### config.mk
export PLATFORM = sky130hd
export DESIGN_NAME = tank_level_pump_control_flat
export DESIGN_NICKNAME = d
export VERILOG_FILES = /design/src/rtl/core/tlpc_pkg.sv /design/src/rtl/core/tlpc_in_if.sv /design/src/rtl/core/tlpc_out_if.sv /design/src/rtl/core/tlpc_cfg_if.sv /design/src/rtl/core/tlpc_level.sv /design/src/rtl/core/tank_level_pump_control.sv /design/src/flat_wrapper.sv
export SDC_FILE = /design/constraint.sdc
export NUM_CORES = 1
export LEC_CHECK = 0
export BUFFER_PORTS_ARGS = -buffer_cell sky130_fd_sc_hd__buf_4
export CAP_MARGIN = 10
export CORE_ASPECT_RATIO = 0.75
export CORE_MARGIN = 2
export CORE_UTILIZATION = 55
export DETAILED_ROUTE_END_ITERATION = 6
export PLACE_DENSITY = 0.84
export SYNTH_ARGS = -nofsm -noshare
export SYNTH_HDL_FRONTEND = slang
export SYNTH_SLANG_ARGS = --single-unit
### constraint.sdc
create_clock -name clk -period 10.8 [get_ports clk]
set_input_delay 1.08 -clock clk [delete_from_list [all_inputs] [get_ports clk]]
set_output_delay 1.08 -clock clk [all_outputs]
set_load 0.02 [all_outputs]
### src/rtl/core/tlpc_pkg.sv
package tlpc_pkg;

	// field widths
	localparam int unsigned LEVEL_W    = 7;
	localparam int unsigned DIST_W     = 16;
	localparam int unsigned AGE_W      = 16;
	localparam int unsigned CNT_W      = 16;
	localparam int unsigned BAND_W     = 8;
	localparam int unsigned CFG_IDX_W  = 3;
	localparam int unsigned CFG_DATA_W = 16;

	// distance to level line: 100 % at full distance, 0 % at empty distance
	localparam int unsigned DIST_FULL   = 17;
	localparam int unsigned DIST_EMPTY  = 81;
	localparam int unsigned LEVEL_SPAN  = 100;
	// span is a power of two, so the divide is a shift
	localparam int unsigned LEVEL_SHIFT = $clog2(DIST_EMPTY - DIST_FULL);
	localparam int unsigned OFFS_W      = LEVEL_SHIFT;
	localparam int unsigned PROD_W      = OFFS_W + LEVEL_W;

	localparam logic [DIST_W-1:0] NO_READING = '1;
	localparam logic [AGE_W-1:0]  AGE_MAX    = '1;

	// register reset values
	localparam logic [LEVEL_W-1:0] START_LEVEL_RST = 7'd30;
	localparam logic [LEVEL_W-1:0] STOP_LEVEL_RST  = 7'd100;
	localparam logic [LEVEL_W-1:0] BLOCK_LEVEL_RST = 7'd95;
	localparam logic [BAND_W-1:0]  DEAD_BAND_RST   = 8'd3;
	localparam logic [AGE_W-1:0]   HOLD_MS_RST     = 16'd3000;
	localparam logic [AGE_W-1:0]   LOSS_MS_RST     = 16'd30000;

	typedef enum logic [1:0] {
		MODE_TICK   = 2'd0,
		MODE_DIST   = 2'd1,
		MODE_HBEAT  = 2'd2,
		MODE_MANUAL = 2'd3
	} mode_t;

	typedef enum logic [CFG_IDX_W-1:0] {
		REG_START_LEVEL = 3'd0,
		REG_STOP_LEVEL  = 3'd1,
		REG_BLOCK_LEVEL = 3'd2,
		REG_DEAD_BAND   = 3'd3,
		REG_HOLD_MS     = 3'd4,
		REG_LOSS_MS     = 3'd5
	} cfg_reg_t;

	typedef struct packed {
		mode_t             mode;
		logic [DIST_W-1:0] distance;
		logic              heartbeat_value;
		logic              bypass;
	} in_item_t;

	typedef struct packed {
		logic               pump_on;
		logic [LEVEL_W-1:0] level_percent;
		logic               heartbeat_ok;
		logic [CNT_W-1:0]   run_count;
		logic               pump_started;
		logic               pump_stopped;
	} out_item_t;

	typedef struct packed {
		logic [CFG_IDX_W-1:0]  index;
		logic [CFG_DATA_W-1:0] data;
	} cfg_write_t;

endpackage

### src/rtl/core/tlpc_in_if.sv
interface tlpc_in_if
	import tlpc_pkg::*;
();
	logic     valid;
	logic     ready;
	in_item_t payload;

	modport source (output valid, output payload, input ready);
	modport sink (input valid, input payload, output ready);
endinterface

### src/rtl/core/tlpc_out_if.sv
interface tlpc_out_if
	import tlpc_pkg::*;
();
	logic      valid;
	logic      ready;
	out_item_t payload;

	modport source (output valid, output payload, input ready);
	modport sink (input valid, input payload, output ready);
endinterface

### src/rtl/core/tlpc_cfg_if.sv
interface tlpc_cfg_if
	import tlpc_pkg::*;
();
	logic       valid;
	logic       ready;
	cfg_write_t payload;

	modport source (output valid, output payload, input ready);
	modport sink (input valid, input payload, output ready);
endinterface

### src/rtl/core/tlpc_level.sv
module tlpc_level
	import tlpc_pkg::*;
(
	input  logic [DIST_W-1:0]  distance,
	output logic [LEVEL_W-1:0] level
);

	logic [DIST_W-1:0] diff;
	logic [OFFS_W-1:0] offs;
	logic [PROD_W-1:0] prod;

	// offset from full distance is below the span inside the sloped region
	assign diff = distance - DIST_W'(DIST_FULL);
	assign offs = diff[OFFS_W-1:0];
	assign prod = PROD_W'(offs) * PROD_W'(LEVEL_SPAN);

	// clamp at both ends, straight line between
	always_comb begin
		if (distance <= DIST_W'(DIST_FULL)) begin
			level = LEVEL_W'(LEVEL_SPAN);
		end else if (distance >= DIST_W'(DIST_EMPTY)) begin
			level = '0;
		end else begin
			level = LEVEL_W'(LEVEL_SPAN) - prod[PROD_W-1:LEVEL_SHIFT];
		end
	end

endmodule

### src/rtl/core/tank_level_pump_control.sv
// Tank level pump controller. Each transfer on item is a 1 ms tick, a distance
// report, a heartbeat report or a manual toggle, and produces exactly one transfer
// on result with the pump state, level percent, heartbeat flag, start count and
// the started/stopped flags for that item. The block takes one item per clock
// cycle while the result is not stalled: items land in an input register, and one
// pass of compare logic against the controller state (distance, heartbeat age,
// pump) writes the state and the result register in the same cycle. A stalled
// result holds the pipeline; while the result waits, the input register takes an
// item only if it is empty. Configuration writes on cfg are always taken and must
// be made while no item is in flight; writes to unknown indexes are dropped.
module tank_level_pump_control
	import tlpc_pkg::*;
(
	input  logic clk,
	input  logic arst_n,
	tlpc_in_if.sink    item,
	tlpc_out_if.source result,
	tlpc_cfg_if.sink   cfg
);

	// configuration registers
	logic [LEVEL_W-1:0] start_level_q;
	logic [LEVEL_W-1:0] stop_level_q;
	logic [LEVEL_W-1:0] block_level_q;
	logic [BAND_W-1:0]  dead_band_q;
	logic [AGE_W-1:0]   hold_ms_q;
	logic [AGE_W-1:0]   loss_ms_q;

	// controller state
	logic [DIST_W-1:0] dist_q;
	logic              hb_flag_q;
	logic [AGE_W-1:0]  hb_age_q;
	logic              running_q;
	logic [CNT_W-1:0]  run_cnt_q;

	// pipeline
	in_item_t  item_s1;
	logic      valid_s1;
	out_item_t out_q;
	logic      out_valid_q;
	logic      fire_s1;

	// next-state logic
	logic [DIST_W-1:0]  dist_diff;
	logic               in_band;
	logic [DIST_W-1:0]  dist_c;
	logic [LEVEL_W-1:0] level_c;
	logic               flag_ev;
	logic [AGE_W-1:0]   age_ev;
	logic               hb_clear;
	logic               flag_c;
	logic [AGE_W-1:0]   age_c;
	logic               block_ok;
	logic               start_m;
	logic               stop_m;
	logic               run_m;
	logic               start_a;
	logic               run_a;
	logic               stop_full;
	logic               run_f;
	logic               stop_loss;
	logic               run_c;
	logic               started_c;
	logic               stopped_c;
	logic [CNT_W-1:0]   cnt_c;

	// handshakes
	assign fire_s1      = valid_s1 && (!out_valid_q || result.ready);
	assign item.ready   = !valid_s1 || fire_s1;
	assign cfg.ready    = 1'b1;
	assign result.valid = out_valid_q;
	assign result.payload = out_q;

	// configuration write
	always_ff @(posedge clk or negedge arst_n) begin
		if (!arst_n) begin
			start_level_q <= START_LEVEL_RST;
			stop_level_q  <= STOP_LEVEL_RST;
			block_level_q <= BLOCK_LEVEL_RST;
			dead_band_q   <= DEAD_BAND_RST;
			hold_ms_q     <= HOLD_MS_RST;
			loss_ms_q     <= LOSS_MS_RST;
		end else if (cfg.valid && cfg.ready) begin
			case (cfg.payload.index)
				REG_START_LEVEL: start_level_q <= cfg.payload.data[LEVEL_W-1:0];
				REG_STOP_LEVEL:  stop_level_q  <= cfg.payload.data[LEVEL_W-1:0];
				REG_BLOCK_LEVEL: block_level_q <= cfg.payload.data[LEVEL_W-1:0];
				REG_DEAD_BAND:   dead_band_q   <= cfg.payload.data[BAND_W-1:0];
				REG_HOLD_MS:     hold_ms_q     <= cfg.payload.data[AGE_W-1:0];
				REG_LOSS_MS:     loss_ms_q     <= cfg.payload.data[AGE_W-1:0];
				default: ;
			endcase
		end
	end

	// input register
	always_ff @(posedge clk or negedge arst_n) begin
		if (!arst_n) begin
			valid_s1 <= 1'b0;
		end else if (item.ready) begin
			valid_s1 <= item.valid;
		end
	end

	always_ff @(posedge clk) begin
		if (item.valid && item.ready) begin
			item_s1 <= item.payload;
		end
	end

	// distance report with dead band
	assign dist_diff = (item_s1.distance > dist_q) ? item_s1.distance - dist_q
	                                               : dist_q - item_s1.distance;
	assign in_band   = (dist_diff <= DIST_W'(dead_band_q)) && (dist_q != NO_READING);
	assign dist_c    = (item_s1.mode == MODE_DIST && !in_band) ? item_s1.distance : dist_q;

	tlpc_level u_level (
		.distance (dist_c),
		.level    (level_c)
	);

	// heartbeat event, then hold-time clear
	always_comb begin
		flag_ev = hb_flag_q;
		age_ev  = hb_age_q;
		unique case (item_s1.mode)
			MODE_TICK: begin
				if (hb_age_q != AGE_MAX) begin
					age_ev = hb_age_q + AGE_W'(1);
				end
			end
			MODE_HBEAT: begin
				flag_ev = item_s1.heartbeat_value;
				age_ev  = '0;
			end
			MODE_DIST, MODE_MANUAL: ;
		endcase
	end

	assign hb_clear = flag_ev && (age_ev >= hold_ms_q);
	assign flag_c   = flag_ev && !hb_clear;
	assign age_c    = hb_clear ? '0 : age_ev;

	// manual toggle; a start is refused above the block level unless bypassed
	assign block_ok = (level_c <= block_level_q) || item_s1.bypass;
	assign start_m  = (item_s1.mode == MODE_MANUAL) && !running_q && block_ok;
	assign stop_m   = (item_s1.mode == MODE_MANUAL) && running_q;
	assign run_m    = start_m || (running_q && !stop_m);

	// automatic control in order: start, stop at full, stop on heartbeat loss
	assign start_a   = !item_s1.bypass && (level_c <= start_level_q) && flag_c && !run_m
	                   && (level_c <= block_level_q);
	assign run_a     = run_m || start_a;
	assign stop_full = !item_s1.bypass && (level_c >= stop_level_q) && flag_c && run_a;
	assign run_f     = run_a && !stop_full;
	assign stop_loss = !item_s1.bypass && !flag_c && (age_c >= loss_ms_q) && run_f;
	assign run_c     = run_f && !stop_loss;

	// at most one start per item
	assign started_c = start_m || start_a;
	assign stopped_c = stop_m || stop_full || stop_loss;
	assign cnt_c     = run_cnt_q + CNT_W'(started_c);

	// state update
	always_ff @(posedge clk or negedge arst_n) begin
		if (!arst_n) begin
			dist_q    <= NO_READING;
			hb_flag_q <= 1'b0;
			hb_age_q  <= '0;
			running_q <= 1'b0;
			run_cnt_q <= '0;
		end else if (fire_s1) begin
			dist_q    <= dist_c;
			hb_flag_q <= flag_c;
			hb_age_q  <= age_c;
			running_q <= run_c;
			run_cnt_q <= cnt_c;
		end
	end

	// result register
	always_ff @(posedge clk or negedge arst_n) begin
		if (!arst_n) begin
			out_valid_q <= 1'b0;
		end else if (fire_s1) begin
			out_valid_q <= 1'b1;
		end else if (result.ready) begin
			out_valid_q <= 1'b0;
		end
	end

	always_ff @(posedge clk) begin
		if (fire_s1) begin
			out_q.pump_on       <= run_c;
			out_q.level_percent <= level_c;
			out_q.heartbeat_ok  <= flag_c;
			out_q.run_count     <= cnt_c;
			out_q.pump_started  <= started_c;
			out_q.pump_stopped  <= stopped_c;
		end
	end

`ifndef SYNTHESIS
	// a start with no stop leaves the pump running
	a_start_runs: assert property (@(posedge clk) disable iff (!arst_n)
		result.valid && result.payload.pump_started && !result.payload.pump_stopped
		|-> result.payload.pump_on)
		else $error("pump started but reported off");

	// a stop with no start leaves the pump off
	a_stop_halts: assert property (@(posedge clk) disable iff (!arst_n)
		result.valid && result.payload.pump_stopped && !result.payload.pump_started
		|-> !result.payload.pump_on)
		else $error("pump stopped but reported on");

	// level never exceeds full scale
	a_level_range: assert property (@(posedge clk) disable iff (!arst_n)
		result.valid |-> result.payload.level_percent <= LEVEL_W'(LEVEL_SPAN))
		else $error("level above full scale");

	// start count moves by one exactly on a start
	a_count_step: assert property (@(posedge clk) disable iff (!arst_n)
		fire_s1 |=> run_cnt_q == $past(run_cnt_q) + CNT_W'($past(started_c)))
		else $error("start count out of step");
`endif

endmodule

### src/flat_wrapper.sv
// flat-port wrapper written by rule: the top's interface ports become plain ports
module tank_level_pump_control_flat import tlpc_pkg::*;
  (clk, arst_n, item_valid, item_payload, item_ready, result_valid, result_payload, result_ready, cfg_valid, cfg_payload, cfg_ready);
  tlpc_in_if item_i ();
  tlpc_out_if result_i ();
  tlpc_cfg_if cfg_i ();
  input  logic clk;
  input  logic arst_n;
  input wire logic [$bits(item_i.valid)-1:0] item_valid;
  input wire logic [$bits(item_i.payload)-1:0] item_payload;
  output wire logic [$bits(item_i.ready)-1:0] item_ready;
  output wire logic [$bits(result_i.valid)-1:0] result_valid;
  output wire logic [$bits(result_i.payload)-1:0] result_payload;
  input wire logic [$bits(result_i.ready)-1:0] result_ready;
  input wire logic [$bits(cfg_i.valid)-1:0] cfg_valid;
  input wire logic [$bits(cfg_i.payload)-1:0] cfg_payload;
  output wire logic [$bits(cfg_i.ready)-1:0] cfg_ready;
  assign item_i.valid = item_valid;
  assign item_i.payload = item_payload;
  assign item_ready = item_i.ready;
  assign result_valid = result_i.valid;
  assign result_payload = result_i.payload;
  assign result_i.ready = result_ready;
  assign cfg_i.valid = cfg_valid;
  assign cfg_i.payload = cfg_payload;
  assign cfg_ready = cfg_i.ready;
  tank_level_pump_control u_core (.clk(clk), .arst_n(arst_n), .item(item_i), .result(result_i), .cfg(cfg_i));
endmodule
# Yosys cells after proc, flatten, opt, wreduce, memory -nomap -nowiden
# Cells that the tools add are included.
dict set report totals {
  elab_cells 109
  output_inout_bits 30
  regBits 160
}
dict set report classes {
  eq_ne 10
  mux 10
  add_sub_neg 6
  reduce_logical 50
  order_cmp 9
  mul 1
}
# cell count
set op_table {}
lappend op_table {{16-bit two-way mux} 4}
lappend op_table {{16-bit greater-or-equal comparator} 2}
lappend op_table {{16-bit inequality test, second input constant} 2}
lappend op_table {{16-bit case mux with 2 select lines} 1}
lappend op_table {{16-bit subtractor} 2}
lappend op_table {{1-bit logical AND} 22}
lappend op_table {{16-bit by 1-bit adder with 16-bit output} 1}
lappend op_table {{16-bit by 1-bit adder with 16-bit output, second input constant} 1}
lappend op_table {{16-bit by 7-bit greater-or-equal comparator with 1-bit output, second input constant} 1}
lappend op_table {{16-bit greater-than comparator} 1}
lappend op_table {{16-bit by 5-bit less-or-equal comparator with 1-bit output, second input constant} 1}
lappend op_table {{16-bit by 8-bit less-or-equal comparator with 1-bit output} 1}
lappend op_table {{7-bit less-or-equal comparator} 2}
lappend op_table {{7-bit two-way mux} 2}
lappend op_table {{2-bit AND reduction} 6}
lappend op_table {{1-bit logical NOT} 11}
lappend op_table {{6-bit by 5-bit multiplier with 11-bit output, second input constant} 1}
lappend op_table {{1-bit logical OR} 8}
lappend op_table {{7-bit greater-or-equal comparator} 1}
lappend op_table {{7-bit subtractor, first input constant} 1}
lappend op_table {{3-bit by 2-bit == test with 1-bit output, second input constant} 2}
lappend op_table {{3-bit == test, second input constant} 2}
lappend op_table {{6-bit by 5-bit subtractor with 6-bit output, second input constant} 1}
lappend op_table {{2-bit == test, second input constant} 2}
lappend op_table {{6 further kinds} 8}

# Longest topological paths before layout
# Gate-level depths: netlist of the first run.
dict set report depth {
  depth_word 26
  depth_mapped 60
  mapped_depth_nobuf 56
}

# Modules after synthesis
# From an unflattened synthesis of the first run, not the netlist that was laid out.
dict set report unflattened {
  hier_cells 1089
  area_unflattened_um2 10635.2
}
# mod cells_per_inst area_per_inst_um2 instances
set by_module_without_submodules {}
lappend by_module_without_submodules {tank_level_pump_control 980 9810.7 1}
lappend by_module_without_submodules {tlpc_level 109 824.5 1}

# Worst setup path after synthesis of the first run
# No wires, ideal clock.
dict set report synth_path {
  path_type {register to register}
  from {register u_core.dist_q[0]}
  to {register u_core.out_q (netlist bit u_core.result.payload[17]) (data pin)}
  required_ns 10.542
  arrival_time_ns 10.874
  stages_incl_launch_ff 58
  slack_ns -0.331
  synth_period_minus_slack_ns 11.131
  path_cell_list {dfstp_2 -> ha_1 -> inv_1 -> fa_1 -> nand3_1 -> a211oi_1 -> a211o_1 -> o211a_1 -> buf_6 -> clkbuf_1 -> nand2_1 -> o21ai_0 -> a31oi_1 -> o21ai_0 -> xor2_1 -> ha_1 -> a211oi_1 -> o2111ai_1 -> [... 22 more ...] -> o21ai_0 -> o21ai_0 -> ha_1 -> nand4_1 -> o22ai_1 -> a31oi_1 -> or4_1 -> maj3_1 -> o32ai_1 -> ha_1 -> and3_1 -> and3_1 -> and3_1 -> and3_1 -> and3_1 -> and3_1 -> nand3_1 -> xnor2_1}
}
dict set report synth_via {
  elab_chain_cells 21
  word_cells_on_any_way 29
  cone_classes {5 x add/sub; 1 x mul; 6 x order compare; 1 x eq/ne; 4 x mux; 12 x reduce/logical}
}
# item line
set synth_rtl {}
lappend synth_rtl {{start, declared} tank_level_pump_control.sv:30} ;# logic [DIST_W-1:0] dist_q;
lappend synth_rtl {{start signal, assigned} tank_level_pump_control.sv:173} ;# dist_q <= dist_c;
lappend synth_rtl {{16-bit subtractor, or another cell as far along} tank_level_pump_control.sv:113} ;# : dist_q - item_s1.distance;
lappend synth_rtl {{16-bit two-way mux} tank_level_pump_control.sv:112} ;# assign dist_diff = (item_s1.distance > dist_q) ? item_s1.distance - dist_q
lappend synth_rtl {{16-bit by 8-bit less-or-equal comparator with 1-bit output} tank_level_pump_control.sv:114} ;# assign in_band = (dist_diff <= DIST_W'(dead_band_q)) && (dist_q != NO_READING);
lappend synth_rtl {{1-bit logical AND} tank_level_pump_control.sv:114}
lappend synth_rtl {{1-bit logical NOT} tank_level_pump_control.sv:115} ;# assign dist_c = (item_s1.mode == MODE_DIST && !in_band) ? item_s1.distance : dist_q;
lappend synth_rtl {{1-bit logical AND} tank_level_pump_control.sv:115}
lappend synth_rtl {{16-bit two-way mux (*)} tank_level_pump_control.sv:115}
lappend synth_rtl {{6-bit by 5-bit subtractor with 6-bit output} tlpc_level.sv:13} ;# assign diff = distance - DIST_W'(DIST_FULL);
lappend synth_rtl {{[... 4 more ...]} n/a}
lappend synth_rtl {{net u_core.level_c[5]} tank_level_pump_control.sv:47} ;# logic [LEVEL_W-1:0] level_c;
lappend synth_rtl {{[... 3 more ...]} n/a}
lappend synth_rtl {{1-bit logical OR} tank_level_pump_control.sv:148} ;# assign run_m = start_m || (running_q && !stop_m);
lappend synth_rtl {{1-bit logical NOT} tank_level_pump_control.sv:151} ;# assign start_a = !item_s1.bypass && (level_c <= start_level_q) && flag_c && !run_m
lappend synth_rtl {{1-bit logical AND} tank_level_pump_control.sv:151}
lappend synth_rtl {{1-bit logical AND} tank_level_pump_control.sv:152} ;# && (level_c <= block_level_q);
lappend synth_rtl {{1-bit logical OR (*)} tank_level_pump_control.sv:160} ;# assign started_c = start_m || start_a;
lappend synth_rtl {{net u_core.started_c} tank_level_pump_control.sv:63} ;# logic started_c;
lappend synth_rtl {{16-bit by 1-bit adder with 16-bit output (*)} tank_level_pump_control.sv:162} ;# assign cnt_c = run_cnt_q + CNT_W'(started_c);
lappend synth_rtl {{net u_core.cnt_c[15]} tank_level_pump_control.sv:65} ;# logic [CNT_W-1:0] cnt_c;
lappend synth_rtl {{end, declared} tank_level_pump_control.sv:39} ;# out_item_t out_q;
# The timed path passes the listed nets; every way through them passes the cells marked *.
# A chain may end at the register's enable or synchronous reset.

# Final worst setup path of the first run
dict set report layout_path {
  from {register u_core.item_s1[4] (netlist name)}
  to {register u_core.out_q (netlist bit u_core.result.payload[17]) (data pin)}
}
dict set report layout_via {
  elab_chain_cells 21
  word_cells_on_any_way 28
  cone_classes {5 x add/sub; 1 x mul; 6 x order compare; 4 x mux; 12 x reduce/logical}
}
# item line
set layout_rtl {}
lappend layout_rtl {{start, declared} tank_level_pump_control.sv:37} ;# in_item_t item_s1;
lappend layout_rtl {{start signal, assigned} tank_level_pump_control.sv:107} ;# item_s1 <= item.payload;
lappend layout_rtl {{16-bit subtractor, or another cell as far along} tank_level_pump_control.sv:113}
lappend layout_rtl {{16-bit two-way mux} tank_level_pump_control.sv:112}
lappend layout_rtl {{16-bit by 8-bit less-or-equal comparator with 1-bit output} tank_level_pump_control.sv:114}
lappend layout_rtl {{1-bit logical AND} tank_level_pump_control.sv:114}
lappend layout_rtl {{1-bit logical NOT} tank_level_pump_control.sv:115}
lappend layout_rtl {{1-bit logical AND} tank_level_pump_control.sv:115}
lappend layout_rtl {{16-bit two-way mux (*)} tank_level_pump_control.sv:115}
lappend layout_rtl {{6-bit by 5-bit subtractor with 6-bit output} tlpc_level.sv:13}
lappend layout_rtl {{[... 4 more ...]} n/a}
lappend layout_rtl {{net u_core.level_c[6]} tank_level_pump_control.sv:47}
lappend layout_rtl {{[... 3 more ...]} n/a}
lappend layout_rtl {{1-bit logical OR} tank_level_pump_control.sv:148}
lappend layout_rtl {{1-bit logical NOT} tank_level_pump_control.sv:151}
lappend layout_rtl {{1-bit logical AND} tank_level_pump_control.sv:151}
lappend layout_rtl {{1-bit logical AND} tank_level_pump_control.sv:152}
lappend layout_rtl {{1-bit logical OR (*)} tank_level_pump_control.sv:160}
lappend layout_rtl {{net u_core.started_c} tank_level_pump_control.sv:63}
lappend layout_rtl {{16-bit by 1-bit adder with 16-bit output (*)} tank_level_pump_control.sv:162}
lappend layout_rtl {{net u_core.cnt_c[15]} tank_level_pump_control.sv:65}
# Marks and branches as above.

==> metrics.md, run 1 <==
| Metric | Value |
|---|---|
| IO Port Bufs | `between 70 and 80` |
| Max-cap viol count | `0` |
| Vias | `slightly below 9000` |
| Unrepaired setup endpoints after global routing | `true` |
| Post-DP HPWL | `19.6 mm` |
| Avg WL per Cell | `just under 20 µm` |
| Skew-Pair Late Insertion Delay | `about 0.44 ns` |
| Relative slew slack | `25.2%` |
| Drt via density | `~6.0` |
| CTS buffer count | `17` |
| DR pass1 iterations | `5` |
| CP Class | `reg2reg` |
| Slowest CP cell | `or4_4` |
| Full die area | `roughly 0.021 mm²` |
| Peak fanout along the critical path | `7` |
| Share of cells above drive strength 1 | `~28%` |
| NumNets Final | `roughly 1400` |
| Register bit total from synthesis | `between 150 and 200` |
| Ports | `74` |
| Critical path arrival | `11.05 ns` |
| Reg2Reg Depth | `between 40 and 50` |
| Post-Route WL | `between 20 and 30 mm` |
| Pin count of the biggest net entering global routing | `73` |
| Share of the synthesized area in the top cell type | `about 16%` |
| Gr usage total | `26.5%` |
| Post-DRT Antenna Nets | `0` |
| Fin Hold WS | `0.493 ns` |
| P&R area growth vs syn | `21.4%` |
| Top-count cell post-synth | `ha_1` |
| Measured slew at the worst slew-check pin | `approximately 1.1 ns` |
| Die Wd | `between 150 and 200 µm` |
| Status | `complete, but fails checks` |
| DR DRC count | `0` |
| Global-route wire length before repair | `around 44 mm` |
| Initial Util | `a little under three fifths` |
| Main synth FF type | `dfrtp_1` |
| Root cell of the clock tree | `clkbuf_16` |
| Avg Cell Area, Syn | `9.71 µm²` |
| Max Freq | `~0.092 GHz` |
| Hold path startpoint | `u_core.run_cnt_q[0]$_DFFE_PN0P_` |
| Row cnt | `44` |
| Synth Cell Area | `0.0108 mm²` |
| Hold path cells | `2` |
| Synth top area cells | `dfrtp_1 (16%), ha_1 (14%), edfxtp_1 (13%)` |
| FILL cells | `1378` |
| Reg2reg end | `u_core.result.payload[17]$_DFFE_PP_` |
| Crit path time final | `between 10 and 15 ns` |
| Synth Instances | `between 1000 and 1500` |
| Worst Setup SP | `u_core.item_s1[4]$_DFFE_PP_` |
| Post-synth EDFFs | `47` |
| Final Hold Fails | `0` |
| Max clock buf depth | `2` |
| Initial antenna violation count | `0` |
| Netlist cell types | `74` |
| Area after DPL | `0.0119 mm²` |
| H-tree levels | `4` |
| Setup-failing EPs final | `2` |
| Fin Clk Skew | `between 0.01 and 0.015 ns` |
| TritonCTS Sinks | `160` |
| Async SR Flop Fraction | `between 70% and 80%` |
| Min-delay worst type | `reg2reg` |
| Post-route setup slack | `-0.0642 ns` |
| Total core area | `0.0193 mm²` |
| Cell taking the most area after synthesis | `dfrtp_1` |
| Reg-to-reg slack, setup | `-0.06 ns` |
| Register area share after synthesis | `39.8%` |
| CP Capture Type | `register` |
| GPL Wtd Cong | `roughly 0.94` |
| Source of the worst register-to-register timing path | `u_core.item_s1[4]$_DFFE_PP_` |
| Count of pins over their slew limit | `0` |
| CTS tree | `yes` |
| Top cells by count, synth | `ha_1 (120), inv_1 (115), nand2_1 (98), o21ai_0 (98), dfrtp_1 (68)` |
| Final worst-path cycle share | `101%` |
| Remaining global-route overflow | `0` |
| WHS Endpoint | `u_core.run_cnt_q[0]$_DFFE_PN0P_` |
| Startpoint types | `register` |
| Post-Syn Nets | `approximately 1300` |
| Req. time, crit path | `10.98 ns` |
| Total inserted antenna cells | `0` |
| Vias in the first global route | `~8700` |
| Die Height | `125 µm` |
| CTS clk-pin slew, worst paths | `0.07 ns` |
| Post-route design area | `about 0.013 mm²` |
| Critical path's most frequent cell | `and3_4` |
| Failing checks | `negative setup slack` |
| Worst stage delay on the critical path | `between 0.5 and 0.6 ns` |
| Initial DRC count | `879` |
| Yosys Warn Count | `0` |
| Cts hold-fix bufs | `0` |
## critical path, delay by kind of cell, from the launching register on
kind / cells / cell delay, ns
and+or+nand+nor: 12 / 2.87
DFF: 1 / 0.49
muxes: 4 / 0.98
xor gates and xnor gates: 4 / 0.68
adders and majority gates: 10 / 2.98
buffers and inverters: 3 / 0.36
AOI/OAI and AO/OA: 13 / 2.23
## cell usage in the layout, fill, tap and decap left out, types with 5 or more instances in the layout
master / synthesis / final
ha_2: 0 / 9
buf_4: 6 / 133
and4_1: 7 / 7
mux2_2: 39 / 38
and2_1: 10 / 10
and3_1: 14 / 5
ha_4: 0 / 18
inv_1: 115 / 111
nor2b_1: 12 / 12
clkbuf_16: 0 / 17
xnor2_1: 44 / 41
dfstp_2: 45 / 45
nor2_1: 52 / 47
edfxtp_1: 47 / 47
nand2b_1: 12 / 12
o21ai_0: 98 / 90
or2_2: 5 / 5
dfrtp_1: 68 / 68
mux2i_1: 10 / 9
a211oi_1: 8 / 5
nand4_1: 19 / 19
xor2_1: 26 / 25
and3_4: 0 / 9
o21ai_1: 5 / 11
a21oi_2: 1 / 6
o31ai_1: 10 / 10
nor3_1: 21 / 21
a21o_1: 40 / 40
nand2_1: 98 / 96
ha_1: 120 / 93
nand3_1: 12 / 8
o21a_1: 6 / 6
o22ai_1: 7 / 6
nor4_1: 8 / 8
a21oi_1: 45 / 38
## worst max path at each step
stage / end / slack (ns)
after floorplan: u_core.result.payload[17]$_DFFE_PP_ / 0.02
after global placement: u_core.result.payload[17]$_DFFE_PP_ / 0.08
after detailed placement: u_core.run_cnt_q[14]$_DFFE_PN0P_ / -0.45
after CTS: u_core.result.payload[17]$_DFFE_PP_ / 0.0001
after global routing: u_core.result.payload[17]$_DFFE_PP_ / -0.33
final: u_core.result.payload[17]$_DFFE_PP_ / -0.06
## per-layer routing
layer,global-route usage (%),routed length (µm),vias up
li1,-,-,4134
met4,7.62,648,0
met1,39.1,13100,4353
met2,40.4,13100,366
met5,0,0,-
met3,4.50,2000,56
## area by class of cell
type / instances / area [µm²] / area share [%]
inverters: 116 / 438 / 3.34
flip-flops and latches: 160 / 4300 / 32.7
repair buffers: 137 / 1060 / 8.05
clock inverters: 15 / 159 / 1.21
multi-input cells: 796 / 6430 / 49.0
well taps: 253 / 317 / 2.41
clock buffers: 17 / 425 / 3.24
## kinds of logic after synthesis
logic type / share of synthesized area (%)
other: 0.0347
AND/OR/NAND/NOR: 13.6
buffers and inverters: 5.98
adder cells (fa/ha/maj): 14.6
multiplexers: 5.33
AO/OA/AOI/OAI: 15.1
flip-flops: 39.8
XOR/XNOR: 5.68
## sequential cells by signal (all words and copies together) (netlist names)
signal	cells
u_core.result.payload	27
u_core.item_s1	20
u_core.dist_q	16
u_core.hb_age_q	16
u_core.hold_ms_q	16
u_core.loss_ms_q	16
u_core.run_cnt_q	16
u_core.dead_band_q	8
u_core.block_level_q	7
u_core.start_level_q	7
u_core.stop_level_q	7
u_core.hb_flag_q	1
u_core.result.valid	1
u_core.running_q	1
u_core.valid_s1	1
## what timing repair did
action                                  in CTS  in global routing
pin swaps                                   16                 51
endpoints found under the setup margin      12                 18
gates cloned                                 0                  0
resized for setup                           25                 70
setup buffers                                4                 15
## metrics by stage
| step | TNS [ns] | std cells | utilization (%) | setup slack [ns] |
|---|---|---|---|---|
| floorplan | 0 | 1112 | - | 0.0202 |
| global placement | 0 | 1443 | 61.4 | 0.0787 |
| detailed placement | -3.31 | 1443 | 61.4 | -0.455 |
| CTS | 0 | 1479 | 65.3 | 0.000103 |
| global route | -1.90 | 1494 | 67.9 | -0.328 |
| finish | -0.0658 | 1494 | 67.9 | -0.0642 |
Power of run 1 is not shown: default switching activity piles up to over one toggle a cycle in this logic, so the estimate is an artifact.
==> run 2: changes to the inputs <==
Settings changed: PLACE_DENSITY 0.84 to 0.85, SYNTH_HIERARCHICAL from default to 1.
==> metrics.md, run 2 <==
| Metric | Value |
|---|---|
| Vias | `about 8400` |
| Total inserted antenna cells | `0` |
| Die Wd | `165 µm` |
| Gr usage total | `around 25%` |
| Reg2reg end | `u_core/run_cnt_q[13]$_DFFE_PN0P_` |
| Status | `complete, no violations` |
| Cell taking the most area after synthesis | `dfrtp_1` |
| Netlist cell types | `78` |
| Initial DRC count | `~690` |
| Worst stage delay on the critical path | `0.61 ns` |
| Clock power frac | `20.5%` |
| CTS clk-pin slew, worst paths | `0.07 ns` |
| Max clock buf depth | `2` |
| Async SR Flop Fraction | `between 70 and 80%` |
| Internal power | `1.75 mW` |
| Commonest non-fill, non-tap cell in the layout | `buf_4` |
| DR pass1 iterations | `5` |
| Switching share of power | `around two fifths` |
| Multiplexer share of the synthesized area | `under 10%` |
| Post-DP HPWL | `about 18 mm` |
| Simple-Gate Fraction of Synth Area | `13.8%` |
| P&R area growth vs syn | `20.6%` |
| Avg Cell Area, Syn | `between 9 and 10 µm²` |
| Synth Cell Area | `around 0.011 mm²` |
| Ports | `74` |
| Full die area | `~0.020 mm²` |
| XOR/XNOR Fraction of Synth Area | `5.60%` |
| Pin count of the biggest net entering global routing | `58` |
| Largest register FFs | `27` |
| Largest family of logic cells by synthesized area | `adder cells` |
| TritonCTS Sinks | `between 150 and 200` |
| Critical path arrival | `roughly 11 ns` |
| Fin Clk Skew | `about 0.013 ns` |
| CTS buffer count | `17` |
| CTS tree | `yes` |
| Share of cells above drive strength 1 | `a little over a quarter` |
| Min-delay worst type | `reg2reg` |
| Post-Route WL | `~26 mm` |
| Slowest CP cell | `or4b_2` |
| Max Freq | `~0.095 GHz` |
| Sequential share of power | `28.2%` |
| Synth Area in Compound Gates | `between 10% and 20%` |
| Vias in the first global route | `around 8200` |
| Most frequent cells in the layout | `buf_4 (129), inv_1 (111), nand2_1 (102), ha_1 (100), dfrtp_1 (68)` |
| Root cell of the clock tree | `clkbuf_16` |
| WHS Endpoint | `u_core/hb_flag_q$_DFFE_PN0P_` |
| Die Height | `124 µm` |
| Hold path startpoint | `u_core/hb_flag_q$_DFFE_PN0P_` |
| Synth top area cells | `dfrtp_1 (16%), ha_1 (14%), edfxtp_1 (13%)` |
| Top Registers | `u_core/result.payload x27, u_core/item_s1 x20` |
| Register with the highest flop count | `u_core/result.payload` |
| Total core area | `between 0.015 and 0.02 mm²` |
| Area after DPL | `approximately 0.012 mm²` |
| Max-cap viol count | `0` |
| CP Class | `reg2reg` |
| Req. time, crit path | `between 10 and 15 ns` |
| Avg WL per Cell | `~18 µm` |
| Setup-failing EPs final | `0` |
| Leak pwr | `5.93 nW` |
| Yosys Warn Count | `6` |
| GPL Wtd Cong | `slightly above 0.9` |
| Peak fanout along the critical path | `6` |
| Count of pins over their slew limit | `0` |
| Reg2Reg Depth | `50` |
| Initial antenna violation count | `0` |
| Hold path cells | `2` |
| Post-DRT Antenna Nets | `0` |
| Post-Syn Nets | `approximately 1300` |
| Crit path time final | `roughly 10 ns` |
| Source of the worst register-to-register timing path | `u_core/dist_q[0]$_DFFE_PN1P_` |
| Top-count cell post-synth | `ha_1` |
| Main synth FF type | `dfrtp_1` |
| NetSw | `between 1 and 1.5 mW` |
| Initial Util | `between 50 and 60%` |
| Register area share after synthesis | `between 40 and 50%` |
| Row cnt | `44` |
| Drt via density | `roughly 5.7` |
| Critical path's most frequent cell | `ha_4` |
| Top cells by count, synth | `ha_1 (116), inv_1 (112), nand2_1 (102), o21ai_0 (71), dfrtp_1 (68)` |
| IO Port Bufs | `just over 70` |
| Combinational share of power | `between 50% and 60%` |
| Measured slew at the worst slew-check pin | `~1.0 ns` |
| Relative slew slack | `30.2%` |
| NumNets Final | `roughly 1400` |
| Skew-Pair Late Insertion Delay | `roughly 0.44 ns` |
| Final worst-path cycle share | `97.2%` |
| Post-route design area | `between 0.01 and 0.015 mm²` |
| Reg-to-reg slack, setup | `a little over 0.3 ns` |
| Setup TNS | `0 ns` |
| Global-route wire length before repair | `40.3 mm` |
| H-tree levels | `4` |
| Max VDD drop | `roughly 0.00024 V` |
| Final Hold Fails | `0` |
| Adder-Cell Fraction of Synth Area | `between 10% and 20%` |
| Post-synth EDFFs | `47` |
| Share of the synthesized area in the top cell type | `between 10% and 20%` |
| Remaining global-route overflow | `0` |
| Register bit total from synthesis | `between 150 and 200` |
| Synth Instances | `1089` |
| DR DRC count | `0` |
| Startpoint types | `register` |
| Power Dens Cells | `~230 mW/mm²` |
| CP Capture Type | `register` |
| Cts hold-fix bufs | `0` |
==> run 2: cell count changes in the layout (fill, tap and decap cells not counted), sizes merged, moves of 5 or more <==
cell,change
nand2,+6
mux2i,+12
nand3,+7
buf,-5
nor2,+13
xnor2,-12
a21o,-17
o21ai,-20
xor2,+10
==> run 2: cell families (layout without fill, tap and decap cells) <==
| logic type | after synthesis | after routing |
|---|---|---|
| adder cells (fa/ha/maj) | 120 | 120 |
| AO/OA/AOI/OAI | 222 | 222 |
| buffers and inverters | 151 | 278 |
| multiplexers | 67 | 67 |
| other | 1 | 1 |
| AND/OR/NAND/NOR | 300 | 300 |
| flip-flops | 160 | 160 |
| XOR/XNOR | 68 | 68 |
==> run 2: cell type report <==
type,instances,area [µm²]
multi-input combinational,778,6170
tap,253,317
clock inverter,14,143
inverter,113,424
fill,1394,6330
sequential,160,4300
clock buffer,18,439
timing repair buffer,133,1040
==> run 2: stage by stage <==
stage	hold slack [ns]	std cells	power [mW]	setup slack (ns)	utilization [%]
2_1_floorplan	0.446	1089	1.75	0.0784	-
3_3_place_gp	0.461	1418	2.06	0.169	60.8
3_5_place_dp	0.463	1418	2.12	-0.295	60.8
4_1_cts	0.480	1451	2.73	0.000321	64.0
5_1_grt	0.508	1469	3.12	-0.171	67.0
6_report	0.476	1469	2.91	0.302	67.0
==> run 2: power groups by stage <==
stage	clock network (mW)	logic, mW	registers (mW)
finish	0.596	1.49	0.821
detailed placement	0	1.29	0.825
floorplan	0	0.928	0.823
global route	0.630	1.65	0.832
CTS	0.608	1.31	0.815
global placement	0	1.24	0.819
==> run 2: metal layers <==
layer  track usage [%]  part of all wire (%)
met5                 0                     0
met3              5.26                   6.9
met1              34.1                    44
met4              6.09                   1.4
met2              39.8                    48
==> run 2: worst max-delay path by stage <==
stage	cells after the start	end	slack, ns	startpoint
2_1_floorplan	50	u_core/run_cnt_q[14]$_DFFE_PN0P_	0.08	u_core/dist_q[2]$_DFFE_PN1P_
3_5_place_dp	50	u_core/run_cnt_q[14]$_DFFE_PN0P_	-0.29	u_core/dist_q[11]$_DFFE_PN1P_
3_3_place_gp	49	u_core/run_cnt_q[14]$_DFFE_PN0P_	0.17	u_core/dist_q[11]$_DFFE_PN1P_
4_1_cts	51	u_core/run_cnt_q[14]$_DFFE_PN0P_	0.0003	u_core/dist_q[0]$_DFFE_PN1P_
6_report	50	u_core/run_cnt_q[13]$_DFFE_PN0P_	0.30	u_core/dist_q[0]$_DFFE_PN1P_
5_1_grt	51	u_core/run_cnt_q[13]$_DFFE_PN0P_	-0.17	u_core/dist_q[0]$_DFFE_PN1P_
==> run 2: timing repair <==
item                                    in CTS  in global routing
pin swaps                                    1                 38
endpoints found under the setup margin      11                 18
gates resized for setup                     10                 72
setup buffers                                1                 17
gates cloned                                 0                  1
endpoints found under the hold margin        0                  0
==> run 2: worst max-delay path, delay by kind of cell, from the launching register on <==
family,cells,cell delay (ns)
compound gates,18,2.98
xor+xnor,4,0.67
fa+ha+maj,11,2.87
buf+inv,3,0.32
flops,1,0.58
simple gates,14,2.92
Note: power is estimated with default switching activity, not from simulation.
==> run 3: changes to the inputs <==
Settings changed: ABC_AREA from default to 1, GPL_ROUTABILITY_DRIVEN from default to 0, PLACE_DENSITY 0.85 to 0.84.
==> metrics.md, run 3 <==
| Metric | Value |
|---|---|
| Status | `complete, no violations` |
| Clock power frac | `approximately 17%` |
| Die Wd | `170 µm` |
| DR DRC count | `0` |
| Commonest non-fill, non-tap cell in the layout | `nand2_1` |
| Reg2reg end | `u_core/run_cnt_q[14]$_DFFE_PN0P_` |
| Leak pwr | `between 6 and 7 nW` |
| Internal power | `1.88 mW` |
| Final Hold Fails | `0` |
| Post-Syn Nets | `between 1500 and 2000` |
| Count of pins over their slew limit | `0` |
| Row cnt | `45` |
| Vias in the first global route | `approximately 9500` |
| Remaining global-route overflow | `0` |
| Synth Instances | `approximately 1500` |
| Root cell of the clock tree | `clkbuf_16` |
| Measured slew at the worst slew-check pin | `between 0.9 and 1 ns` |
| Ports | `74` |
| Combinational share of power | `between 50% and 60%` |
| Share of the synthesized area in the top cell type | `14.9%` |
| Register bit total from synthesis | `160` |
| CP Class | `reg2reg` |
| Tot Pwr | `~3.5 mW` |
| Skew-Pair Late Insertion Delay | `about 0.44 ns` |
| Setup TNS | `0 ns` |
| Fin Hold WS | `a little under 0.5 ns` |
| Post-Route WL | `about 28 mm` |
| NumNets Final | `about 1800` |
| Slowest CP cell | `dfstp_2` |
| Post-DP HPWL | `approximately 21 mm` |
| IO Port Bufs | `72` |
| Pin count of the biggest net entering global routing | `64` |
| Worst stage delay on the critical path | `roughly 0.57 ns` |
| Yosys Warn Count | `6` |
| Async SR Flop Fraction | `between 70% and 80%` |
| Gr usage total | `a little over a quarter` |
| Initial DRC count | `1267` |
| Share of cells above drive strength 1 | `around an eighth` |
| Critical path arrival | `between 10 and 15 ns` |
| Cell taking the most area after synthesis | `dfrtp_1` |
| Synth Cell Area | `roughly 0.011 mm²` |
| Source of the worst register-to-register timing path | `u_core/dist_q[13]$_DFFE_PN1P_` |
| Max Freq | `0.100 GHz` |
| Total core area | `approximately 0.020 mm²` |
| Max clock buf depth | `2` |
| TritonCTS Sinks | `160` |
| Sequential share of power | `25.6%` |
| Top cells by count, synth | `nand2_1 (444), inv_1 (266), o21ai_0 (117), ha_1 (116), nand3_1 (97)` |
| Reg2Reg Depth | `59` |
| Crit path time final | `9.99 ns` |
| CTS tree | `yes` |
| Min-delay worst type | `reg2reg` |
| Fin Clk Skew | `between 0.015 and 0.02 ns` |
| CTS buffer count | `17` |
| Global-route wire length before repair | `46.1 mm` |
| Max-cap viol count | `0` |
| Initial Util | `approximately 56%` |
| Worst Setup SP | `u_core/dist_q[13]$_DFFE_PN1P_` |
| Avg Cell Area, Syn | `between 7 and 8 µm²` |
| Relative slew slack | `33.6%` |
| Vias | `between 10000 and 15000` |
| Switching share of power | `a little under half` |
| DR pass1 iterations | `6` |
| H-tree levels | `4` |
| Reg-to-reg slack, setup | `approximately 0.8 ns` |
| Netlist cell types | `47` |
| Most frequent cells in the layout | `nand2_1 (444), inv_1 (266), o21ai_0 (116), ha_1 (114), nand3_1 (97)` |
| CP Capture Type | `register` |
| Avg WL per Cell | `between 15 and 20 µm` |
| P&R area growth vs syn | `12.4%` |
| Peak fanout along the critical path | `15` |
| Power Dens Cells | `about 280 mW/mm²` |
| Setup crit end | `u_core/run_cnt_q[14]$_DFFE_PN0P_` |
| Post-DRT Antenna Nets | `0` |
| FILL cells | `about 1700` |
| Setup-failing EPs final | `0` |
| Initial antenna violation count | `0` |
| Cts hold-fix bufs | `0` |
| Register with the highest flop count | `u_core/result.payload` |
| Main synth FF type | `dfrtp_1` |
| Post-synth EDFFs | `47` |
| Die Height | `129 µm` |
| Largest register FFs | `27` |
| Full die area | `0.0219 mm²` |
| Register area share after synthesis | `about 38%` |
| Total inserted antenna cells | `0` |
| Top Registers | `u_core/result.payload x27, u_core/item_s1 x20` |
| Max VDD drop | `roughly 0.00022 V` |
| Startpoint types | `register` |
| Drt via density | `approximately 5.4` |
| Final worst-path cycle share | `slightly above 90%` |
| Top-count cell post-synth | `nand2_1` |
| Synth top area cells | `dfrtp_1 (15%), nand2_1 (15%), ha_1 (13%)` |
| NetSw | `about 1.7 mW` |
| CTS clk-pin slew, worst paths | `0.07 ns` |
| Req. time, crit path | `between 10 and 15 ns` |
## run 3: cell types whose count changed after synthesis, sizes merged, moves of 15 or more
cell and delta:
mux2 -43, a21o -22, nand3 +82, o21ai +35, nand2b -16, xnor2 -26, nor2 +20, a21oi +15
nand2 +359, mux2i -24, inv +158
## run 3: what timing repair did
| action | CTS | global route |
|---|---|---|
| buffers inserted | 0 | 6 |
| resized for setup | 0 | 10 |
| setup endpoints to repair | 0 | 14 |
## run 3: layout make-up
cell class                      instances  area, µm²  area share, %
Clock inverter                         14        149           1.16
Clock buffer                           18        439           3.43
Inverter                              273       1030           8.01
Multi-Input combinational cell       1066       5970           46.6
Sequential cell                       160       4300           33.5
Timing Repair Buffer                   82        616           4.80
Tap cell                              258        323           2.52
## run 3: metrics by stage
step	area, µm²	util, %	instances	worst slack (ns)
floorplan	11400	-	1531	2.18
global placement	12100	59.9	1833	1.18
detailed placement	12100	59.9	1833	0.620
CTS	12700	62.8	1865	0.644
global route	12800	63.2	1871	-0.0256
finish	12800	63.2	1871	0.811
## run 3: logic make-up after synthesis
| kind of cell | share of synthesized area [%] |
|---|---|
| other | 0.0329 |
| flip-flops | 37.7 |
| XOR/XNOR | 2.29 |
| AO/OA/AOI/OAI | 8.79 |
| buffers and inverters | 10.4 |
| adder cells (fa/ha/maj) | 13.3 |
| AND/OR/NAND/NOR | 27.6 |
## run 3: routing by layer
layer / wire length [µm] / part of all wire [%] / global-route usage, % / up-vias
li1: - / - / - / 5015
met3: 2210 / 7.8 / 4.58 / 44
met5: 0 / 0 / 0 / -
met4: 563 / 2.0 / 8.14 / 0
met1: 13000 / 46 / 37.8 / 4701
met2: 12700 / 45 / 41.5 / 431
## run 3: how the worst min path moves through the flow
stage | startpoint | endpoint | depth (start not counted)
2_1_floorplan | u_core/hb_flag_q$_DFFE_PN0P_ | u_core/hb_flag_q$_DFFE_PN0P_ | 2
3_3_place_gp | u_core/hold_ms_q[1]$_DFFE_PN0P_ | u_core/hold_ms_q[1]$_DFFE_PN0P_ | 2
3_5_place_dp | u_core/stop_level_q[3]$_DFFE_PN0P_ | u_core/stop_level_q[3]$_DFFE_PN0P_ | 2
4_1_cts | u_core/stop_level_q[3]$_DFFE_PN0P_ | u_core/stop_level_q[3]$_DFFE_PN0P_ | 2
5_1_grt | u_core/stop_level_q[1]$_DFFE_PN0P_ | u_core/stop_level_q[1]$_DFFE_PN0P_ | 2
6_report | u_core/stop_level_q[3]$_DFFE_PN0P_ | u_core/stop_level_q[3]$_DFFE_PN0P_ | 2
## run 3: power by group through the flow
stage | Combinational, mW | Sequential [mW] | Clock, mW
final | 2.03 | 0.908 | 0.601
after global routing | 2.28 | 0.925 | 0.637
after CTS | 1.99 | 0.906 | 0.612
after detailed placement | 1.97 | 0.911 | 0
after global placement | 1.89 | 0.909 | 0
after floorplan | 1.54 | 0.912 | 0
## run 3: worst max-delay path, delay by kind of cell, from the launching register on
family	cells	cell delay, ns
AO/OA/AOI/OAI	7	1.37
buffers and inverters	6	0.50
flip-flops	1	0.57
XOR/XNOR	3	0.57
adder cells (fa/ha/maj)	9	2.80
AND/OR/NAND/NOR	34	4.00
